--- src/rtl/sjf_pkg.sv ---
// ============================================================================
// sjf_pkg
// Shared types and constants for the shortest-job-first scheduler.
// ============================================================================
`default_nettype none

package sjf_pkg;

  localparam int MAX_PROCS = 16;
  localparam int IDX_W     = $clog2(MAX_PROCS);
  localparam int CNT_W     = $clog2(MAX_PROCS + 1);
  localparam int ARR_W     = 16;
  localparam int BUR_W     = 16;
  localparam int TIME_W    = 21;
  localparam int NUM_W     = 5;
  localparam int WORD_W    = ARR_W + BUR_W;

  typedef struct packed {
    logic [ARR_W-1:0] arrival_time;
    logic [BUR_W-1:0] burst_time;
    logic             last_process;
  } job_t;

  typedef struct packed {
    logic              segment_idle;
    logic [NUM_W-1:0]  process_number;
    logic [TIME_W-1:0] start_time;
    logic [TIME_W-1:0] end_time;
    logic [TIME_W-1:0] turnaround;
    logic [TIME_W-1:0] waiting;
    logic              last_segment;
  } segment_t;

  // One table entry on its way from the memory into the selector
  typedef struct packed {
    logic             valid;
    logic             first;
    logic             done;
    logic [IDX_W-1:0] idx;
  } scan_elem_t;

  // Running outcome of a table walk
  typedef struct packed {
    logic             found;
    logic [IDX_W-1:0] idx;
    logic [ARR_W-1:0] arrival;
    logic [BUR_W-1:0] burst;
    logic [ARR_W-1:0] min_arrival;
  } scan_res_t;

endpackage

`default_nettype wire

--- src/rtl/sjf_ram.sv ---
// ============================================================================
// sjf_ram
// Generic simple dual-port RAM, one write port, one registered read port.
// ============================================================================
`default_nettype none

module sjf_ram #(
  parameter int WIDTH = 32,
  parameter int DEPTH = 16
) (
  input  wire logic                     clk,
  input  wire logic                     we,
  input  wire logic [$clog2(DEPTH)-1:0] waddr,
  input  wire logic [WIDTH-1:0]         wdata,
  input  wire logic [$clog2(DEPTH)-1:0] raddr,
  output logic      [WIDTH-1:0]         rdata
);

  logic [WIDTH-1:0] mem [DEPTH];

  always_ff @(posedge clk) begin
    if (we) begin
      mem[waddr] <= wdata;
    end
    rdata <= mem[raddr];
  end

endmodule

`default_nettype wire

--- src/rtl/sjf_scan.sv ---
// ============================================================================
// sjf_scan
// Walk selector: folds one table entry per cycle into the best ready job
// and the earliest pending arrival.
// ============================================================================
`default_nettype none

module sjf_scan (
  input  wire logic                        clk,
  input  wire logic                        rst,
  input  wire sjf_pkg::scan_elem_t         elem,
  input  wire logic [sjf_pkg::WORD_W-1:0]  word,
  input  wire logic [sjf_pkg::TIME_W-1:0]  cur_time,
  output sjf_pkg::scan_res_t               res
);

  logic [sjf_pkg::ARR_W-1:0] arr;
  logic [sjf_pkg::BUR_W-1:0] bur;
  logic                      base_found;
  logic                      base_have;
  logic                      ready;
  logic                      better;
  logic                      have;

  assign arr = word[sjf_pkg::WORD_W-1:sjf_pkg::BUR_W];
  assign bur = word[sjf_pkg::BUR_W-1:0];

  // The first entry of a walk restarts both trackers
  assign base_found = res.found & ~elem.first;
  assign base_have  = have & ~elem.first;

  assign ready  = ~elem.done && (sjf_pkg::TIME_W'(arr) <= cur_time);
  assign better = ~base_found || (bur < res.burst) ||
                  ((bur == res.burst) && (arr < res.arrival));

  always_ff @(posedge clk) begin
    if (rst) begin
      res.found <= 1'b0;
      have      <= 1'b0;
    end else if (elem.valid) begin
      res.found <= base_found;
      have      <= base_have;
      if (ready && better) begin
        res.found   <= 1'b1;
        res.idx     <= elem.idx;
        res.arrival <= arr;
        res.burst   <= bur;
      end
      if (~elem.done && (~base_have || arr < res.min_arrival)) begin
        have            <= 1'b1;
        res.min_arrival <= arr;
      end
    end
  end

endmodule

`default_nettype wire

--- src/rtl/sjf_nonpreemptive_scheduler.sv ---
// ============================================================================
// sjf_nonpreemptive_scheduler
// Non-preemptive shortest-job-first scheduler with a job table in RAM.
// ============================================================================
//
//   channel   handshake          word       notes
//   --------  -----------------  ---------  -------------------------------
//   job       start & !busy      job        one job per word, last starts run
//   segment   valid (1 cycle)    segment    one Gantt segment per word
//
// A job that is not the last leaves the block free for the next word. The last job starts the run:
// each decision walks the n loaded table entries through the RAM read port,
// one per cycle; a schedule has at most 2n decisions.
// Reset clears the job count, done flags and time; table contents need none.
// The receiver cannot stall: each segment shows for exactly one cycle.
// ============================================================================
`default_nettype none

module sjf_nonpreemptive_scheduler (
  input  wire logic              clk,
  input  wire logic              rst,
  input  wire logic              start,
  output logic                   busy,
  input  wire sjf_pkg::job_t     job,
  output logic                   valid,
  output sjf_pkg::segment_t      segment
);

  localparam logic [1:0] ST_IDLE   = 2'd0;
  localparam logic [1:0] ST_SCAN   = 2'd1;
  localparam logic [1:0] ST_DECIDE = 2'd2;

  logic [1:0]                  state;
  logic [sjf_pkg::CNT_W-1:0]   loaded;
  logic [sjf_pkg::CNT_W-1:0]   finished;
  logic [sjf_pkg::CNT_W-1:0]   ptr;
  logic [sjf_pkg::TIME_W-1:0]  cur_time;
  logic [sjf_pkg::MAX_PROCS-1:0] done_flags;
  sjf_pkg::scan_elem_t         elem;
  sjf_pkg::scan_res_t          res;
  logic [sjf_pkg::WORD_W-1:0]  rdata;

  logic                        accept;
  logic                        store_we;
  logic [sjf_pkg::TIME_W-1:0]  end_run;
  logic [sjf_pkg::TIME_W-1:0]  min_arr;
  logic                        final_job;

  assign busy     = (state != ST_IDLE);
  assign accept   = start && !busy;
  assign store_we = accept && (loaded < sjf_pkg::CNT_W'(sjf_pkg::MAX_PROCS));

  assign end_run   = cur_time + sjf_pkg::TIME_W'(res.burst);
  assign min_arr   = sjf_pkg::TIME_W'(res.min_arrival);
  assign final_job = (finished + sjf_pkg::CNT_W'(1)) == loaded;

  sjf_ram #(
    .WIDTH (sjf_pkg::WORD_W),
    .DEPTH (sjf_pkg::MAX_PROCS)
  ) u_table (
    .clk   (clk),
    .we    (store_we),
    .waddr (loaded[sjf_pkg::IDX_W-1:0]),
    .wdata ({job.arrival_time, job.burst_time}),
    .raddr (ptr[sjf_pkg::IDX_W-1:0]),
    .rdata (rdata)
  );

  sjf_scan u_scan (
    .clk      (clk),
    .rst      (rst),
    .elem     (elem),
    .word     (rdata),
    .cur_time (cur_time),
    .res      (res)
  );

  always_ff @(posedge clk) begin
    if (rst) begin
      state      <= ST_IDLE;
      loaded     <= '0;
      finished   <= '0;
      ptr        <= '0;
      cur_time   <= '0;
      done_flags <= '0;
      elem.valid <= 1'b0;
      valid      <= 1'b0;
    end else begin
      valid      <= 1'b0;
      elem.valid <= 1'b0;
      case (state)
        ST_IDLE: begin
          if (accept) begin
            if (store_we) begin
              loaded <= loaded + sjf_pkg::CNT_W'(1);
            end
            if (job.last_process) begin
              state    <= ST_SCAN;
              ptr      <= '0;
              cur_time <= '0;
              finished <= '0;
            end
          end
        end
        ST_SCAN: begin
          if (ptr < loaded) begin
            // issue one table read; flag and index ride along with it
            elem.valid <= 1'b1;
            elem.first <= (ptr == '0);
            elem.idx   <= ptr[sjf_pkg::IDX_W-1:0];
            elem.done  <= done_flags[ptr[sjf_pkg::IDX_W-1:0]];
            ptr        <= ptr + sjf_pkg::CNT_W'(1);
          end else if (!elem.valid) begin
            state <= ST_DECIDE;
          end
        end
        ST_DECIDE: begin
          valid <= 1'b1;
          segment.start_time <= cur_time;
          ptr <= '0;
          if (res.found) begin
            segment.segment_idle   <= 1'b0;
            segment.process_number <= sjf_pkg::NUM_W'(res.idx) + sjf_pkg::NUM_W'(1);
            segment.end_time       <= end_run;
            segment.turnaround     <= end_run - sjf_pkg::TIME_W'(res.arrival);
            segment.waiting        <= cur_time - sjf_pkg::TIME_W'(res.arrival);
            segment.last_segment   <= final_job;
            if (final_job) begin
              // schedule complete: drop back to an empty table
              state      <= ST_IDLE;
              loaded     <= '0;
              finished   <= '0;
              cur_time   <= '0;
              done_flags <= '0;
            end else begin
              state               <= ST_SCAN;
              finished            <= finished + sjf_pkg::CNT_W'(1);
              cur_time            <= end_run;
              done_flags[res.idx] <= 1'b1;
            end
          end else begin
            // nothing ready: idle until the earliest pending arrival
            segment.segment_idle   <= 1'b1;
            segment.process_number <= '0;
            segment.end_time       <= min_arr;
            segment.turnaround     <= '0;
            segment.waiting        <= '0;
            segment.last_segment   <= 1'b0;
            cur_time               <= min_arr;
            state                  <= ST_SCAN;
          end
        end
        default: begin
          state <= ST_IDLE;
        end
      endcase
    end
  end

endmodule

`default_nettype wire

--- config.mk ---
export PLATFORM = sky130hd
export DESIGN_NAME = sjf_nonpreemptive_scheduler
export DESIGN_NICKNAME = d
export VERILOG_FILES = /design/src/rtl/sjf_pkg.sv /design/src/rtl/sjf_ram.sv /design/src/rtl/sjf_scan.sv /design/src/rtl/sjf_nonpreemptive_scheduler.sv
export SDC_FILE = /design/constraint.sdc
export NUM_CORES = 1
export LEC_CHECK = 0
export BUFFER_PORTS_ARGS = -buffer_cell sky130_fd_sc_hd__buf_2
export CORE_ASPECT_RATIO = 0.8
export CORE_MARGIN = 2
export CORE_UTILIZATION = 52
export CTS_CLUSTER_DIAMETER = 50
export CTS_CLUSTER_SIZE = 24
export DETAILED_ROUTE_END_ITERATION = 12
export HOLD_SLACK_MARGIN = 0.12
export PLACE_DENSITY = 0.65
export SLEW_MARGIN = 20
export SYNTH_ARGS = -nofsm -noshare
export SYNTH_HDL_FRONTEND = slang
export SYNTH_SLANG_ARGS = --single-unit
--- constraint.sdc ---
create_clock -name clk -period 7.75 [get_ports clk]
set_clock_uncertainty 0.1 [all_clocks]
set_input_delay 1.55 -clock clk [delete_from_list [all_inputs] [get_ports clk]]
set_output_delay 1.55 -clock clk [all_outputs]
set_load 0.05 [all_outputs]
After elaboration in Yosys (flattened, before gate mapping)
Memories as Yosys holds them, arrays and structs flattened. A register that Yosys moved wholly into a read port is not among the register bits. Cells that the tools add are included.

Register bits after elaboration: 207. RAM bits: 512. Input bits: 36. Output and inout bits: 93. Memories kept: 1.

Memories: u_table.mem (depth 16, width 32, rd ports 1, clocked after Yosys merged registers in 1, write ports 1, RTL line sjf_ram.sv:19) `logic [WIDTH-1:0] mem [DEPTH];`.

Add/sub/neg operators: 7. Magnitude comparators: 9. Equal/unequal tests: 12. Mux-type cells: 37. Bitwise logic cells: 9. Reductions and logical operators: 27.

Operator list (count): two-way mux 21 bit (4); two-way mux 59 bit (1); less-than comparator 16 bit (3); two-way mux 5 bit (9); case mux 21 bit (2 select lines) (1); subtractor 21 x 16 -> 21 bit (2); two-way mux 37 bit (1); adder 21 x 16 -> 21 bit (1); <= comparator 16 x 21 -> 1 bit (1); case mux 5 bit (2 select lines) (2); == test 16 bit (1); two-way mux 16 bit (1); bitwise OR 16 bit (1); adder 5 x 1 -> 5 bit (second input constant) (3); case mux 5 bit (3 select lines) (1); != test 2 bit (second input constant) (7); AND reduction 3 bit (4); AND reduction 4 bit (3); less-than comparator 4 x 5 -> 1 bit (second input constant) (2); two-way mux 2 bit (5); logical AND 1 bit (7); two-way mux 1 bit (7); two-way mux 7 bit (1); two-way mux 6 bit (1); 22 further kinds (32).

Depth between registers and ports, before layout
Depth in word-level cells: 7. Mapped depth: 18. Depth with buffers taken out: 18.

By module
A second synthesis with hierarchy kept.

Cell total of the unflattened synthesis: 1949. Area, all modules: 31426.4 um^2.

By module, submodules not included: sjf_ram (instances 1, cells an instance 838, area an instance 19835.3 um^2); sjf_nonpreemptive_scheduler (instances 1, cells an instance 828, area an instance 8378.0 um^2); sjf_scan (instances 1, cells an instance 283, area an instance 3213.1 um^2).

Worst setup path before layout
OpenSTA, ideal clock, no wires.

Path kind: input port to flip-flop. Start: input rst. End: register segment[0] (netlist bit) (enable). Arrival time: 5.743 ns. Setup slack: 1.366 ns. Stages: 3. Path through: clkbuf_1 clkbuf_1 nor2_1.

Longest elaborated chain between the ends: 2.

Ends and longest elaborated chain: from (decl) (RTL line sjf_nonpreemptive_scheduler.sv:21) `input wire logic rst,`; NOT 1 bit (no source line); AND reduction 2 bit (no source line); to (decl) (RTL line sjf_nonpreemptive_scheduler.sv:26) `output sjf_pkg::segment_t segment`.

Every way passes these cells. A chain may end at the register's enable or synchronous reset.

Final worst setup path
Start: register cur_time[0] (netlist bit). End: register segment[41] (netlist bit) (data pin).

Longest elaborated chain between the ends: 2.

Ends and longest elaborated chain: from (decl) (RTL line sjf_nonpreemptive_scheduler.sv:37) `logic [sjf_pkg::TIME_W-1:0] cur_time;`; from (signal assigned) (RTL line sjf_nonpreemptive_scheduler.sv:138) `cur_time <= end_run;`; from (signal assigned) (RTL line sjf_nonpreemptive_scheduler.sv:149) `cur_time <= min_arr;`; adder 21 x 16 -> 21 bit (RTL line sjf_nonpreemptive_scheduler.sv:53) `assign end_run = cur_time + sjf_pkg::TIME_W'(res.burst);`; subtractor 21 x 16 -> 21 bit (RTL line sjf_nonpreemptive_scheduler.sv:125) `segment.turnaround <= end_run - sjf_pkg::TIME_W'(res.arrival);`.

Every way passes these cells.

==> summary.md <==
| Metric | Value |
|---|---|
| # rows | `80` |
| ANT nets after route | `0` |
| Largest net degree at the start of global routing | `103` |
| Worst-skew pair later-pin latency | `0.63 ns` |
| DR vias | `16800` |
| Most frequent cells after synthesis | `edfxtp_1, mux4_2, nor2_1` |
| Period utilization | `60.0%` |
| IO Port Bufs | `128` |
| Worst VDD drop | `184 µV` |
| Crit path DAT | `4.92 ns` |
| Logic pwr share | `7.2%` |
| Sequential area share after synthesis | `between 60% and 70%` |
| Net count, final | `2177` |
| Power, Total | `8200 µW` |
| Iter 0 DRT Violations | `1539` |
| Resized cells post-CTS | `0` |
| Routed len/inst | `24.6 µm` |
| Most common cell in the netlist | `edfxtp_1` |
| Pre-CTS setup slack | `3.15 ns` |
| Synth area leaders | `edfxtp_1, mux4_2, dfxtp_1, ha_1, nor2_1` |
| Async S/R FF share, synth | `0%` |
| Min Hold Slack | `0.328 ns` |
| Vias in the first global route | `17100` |
| Maxcap violations | `0` |
| Final HPWL DP | `41300 µm` |
| Initial Util | `52.9%` |
| CP Capture Type | `flip-flop` |
| Top cell type's share of synthesized area | `a little over three fifths` |
| First-pass GRT wire length | `105000 µm` |
| PD cells | `233 nW/µm²` |
| CTS HTree Levels | `2` |
| Final Wtd Congestion | `between 0.9 and 1` |
| #FFs+latches synth | `751` |
| Slew Limit Fails | `0` |
| Residual DRC | `0` |
| Critical path class | `flip-flop to flip-flop` |
| Syn_area_per_cell | `about 17 µm²` |
| Clock power share | `a little under two fifths` |
| Deepest clock path buffer count | `3` |
| Die area | `62900 µm²` |
| Switching power | `1930 µW` |
| Switching Share | `23.5%` |
| Number of sinks on the clock net | `751` |
| Relative max-transition margin | `around a third` |
| Slew @ Worst Pin | `1.03 ns` |
| Number of synthesized flops with an enable pin | `between 600 and 700` |
| # diodes | `0` |
| Post-synth cell types | `81` |
| Worst-path clk slew | `0.08 ns` |
| Post-route minimum period | `4.65 ns` |
| RSZ-0062 raised after global routing | `no` |
| P_int | `~6300 µW` |
| Static leakage | `0.0122 µW` |
| DR vias/cell | `between 5 and 6` |
| Die width | `about 280 µm` |
| Core box area | `59900 µm²` |
| Synthesized area | `~32000 µm²` |
| Status | `finished clean` |
| CTS hold repair buffers | `0` |
| Post CTS Setup Buffer Count | `0` |
| Peak Freq | `0.215 GHz` |
| Clock buffer count from CTS | `56` |
| Sequential Power Share | `55.4%` |
| Final setup viols | `0` |
| Hold Path Class | `flip-flop to flip-flop` |
| Final worst slack | `slightly above 3 ns` |
| DIE HEIGHT | `225 µm` |
| Leading area contributor after synthesis | `edfxtp_1` |
| Post-Synthesis Cells | `1866` |
| Routed WL | `~70000 µm` |
| Final Hold Vio Count | `0` |
| Data required time of the worst path | `8.02 ns` |
| Post-Syn Nets | `2030` |
| Initial antenna violation count | `10` |
| CP startpoint kind | `flip-flop` |
| Share of cells above drive strength 1 | `22.9%` |
| Synth warn | `0` |
| Setup TNS | `0 ns` |
| Fillers | `roughly 4500` |
| DR pass1 iterations | `5` |
| Top_reg_cell synth | `edfxtp_1` |
| TritonCTS clock tree | `yes` |
| Root Driver | `clkbuf_16` |
| I/O pin cnt | `129` |
| Grt total ovfl | `0` |
| GR Util All Layers | `22.5%` |
| Worst-path maximum fanout | `5` |
| Syn-to-layout area delta | `11.4%` |
cell usage in the layout (no fill, tap or decap), types with 8 or more instances in the layout:
cell type	netlist	final
mux4_2	165	165
xor2_1	19	19
o21a_1	15	15
nand2b_1	17	17
and3_1	14	14
nor2_4	0	9
a22oi_1	16	16
inv_6	0	12
inv_1	90	89
a211oi_1	11	11
and2_1	21	17
nand4_1	12	12
xnor2_1	33	33
inv_8	0	11
nor2b_1	16	16
dfxtp_1	90	85
nor2_1	136	127
nand2_1	55	55
o21ai_0	24	24
a21o_1	43	43
ha_1	125	125
nand3_1	13	13
nor3_1	18	15
a21oi_1	77	77
buf_4	0	27
mux2_2	8	8
clkbuf_16	0	56
o21ai_1	14	14
edfxtp_1	661	661
buf_2	6	128
layout make-up:
cell class | instances | area (µm²) | share of cell area (%)
Tap cell | 779 | 975 | 2.76
Multi-Input combinational cell | 957 | 9480 | 26.9
Clock buffer | 64 | 1460 | 4.15
Sequential cell | 751 | 21700 | 61.5
Clock inverter | 41 | 467 | 1.32
Timing Repair Buffer | 156 | 863 | 2.45
Inverter | 91 | 342 | 0.969
logic make-up (layout without fill, tap and decap cells):
group,count (synthesis),after routing,synth area share (%)
mux,180,180,12.3
fa+ha+maj,128,128,5.13
buf+inv,158,352,1.90
compound gates,258,258,5.61
flops,751,751,68.4
xor+xnor,53,53,1.49
simple gates,338,338,5.20
critical path, cell delays in order, from the launching register on:
cell      delay (ns)
dfxtp_1         0.41
ha_1            0.23
inv_1           0.07
fa_1            0.39
nand2b_1        0.19
a21oi_1         0.27
nor3_1          0.12
o21bai_1        0.14
a21oi_1         0.09
xnor2_1         0.19
ha_1            0.32
and2_1          0.20
a311o_1         0.39
a221oi_4        0.37
o31ai_1         0.17
a21oi_2         0.18
nor3b_1         0.23
mux2_1          0.34
registers in the layout, summed over array words and instances, names as in the netlist, 2 cells and up:
register       cells
cur_time          21
loaded             5
state              2
u_table.rdata     32
done_flags        16
elem               7
u_scan.res        53
ptr                5
finished           5
segment           91
u_table.mem      512
power groups by stage:
stage / clock network [µW] / logic (µW) / registers, µW
after floorplan: 0 / 411 / 4620
after global placement: 0 / 584 / 4640
after detailed placement: 0 / 597 / 4640
after CTS: 3120 / 599 / 4550
after global routing: 3270 / 650 / 4550
final: 3060 / 593 / 4540
per-layer routing:
metal  vias to the layer above  track usage, %  part of all wire, %
li1                       7623               -                    -
met1                      8527            31.8                   44
met2                       501            36.8                   48
met3                        97            3.74                  6.0
met4                         6            5.64                  2.2
met5                         -               0                0.032
per-stage QoR:
stage	util [%]	cell area [µm²]	instances
after floorplan	-	31600	1866
after global placement	55.7	33300	2734
after detailed placement	55.7	33300	2734
after CTS	58.9	35300	2839
after global routing	58.9	35300	2839
final	58.9	35300	2839
worst paths after layout:
kind | to | startpoint | slack, ns | cells after the start
max | segment[41]$_SDFFCE_PN0P_ | cur_time[0]$_SDFFE_PP0P_ | 3.10 | 17
min | u_scan.res[49]$_DFFE_PP_ | elem[1]$_DFFE_PP_ | 0.33 | 0
max reg2reg | segment[41]$_SDFFCE_PN0P_ | cur_time[0]$_SDFFE_PP0P_ | 3.10 | 17
min reg2reg | u_scan.res[49]$_DFFE_PP_ | elem[1]$_DFFE_PP_ | 0.33 | 0
(Power assumes the default switching activity.)
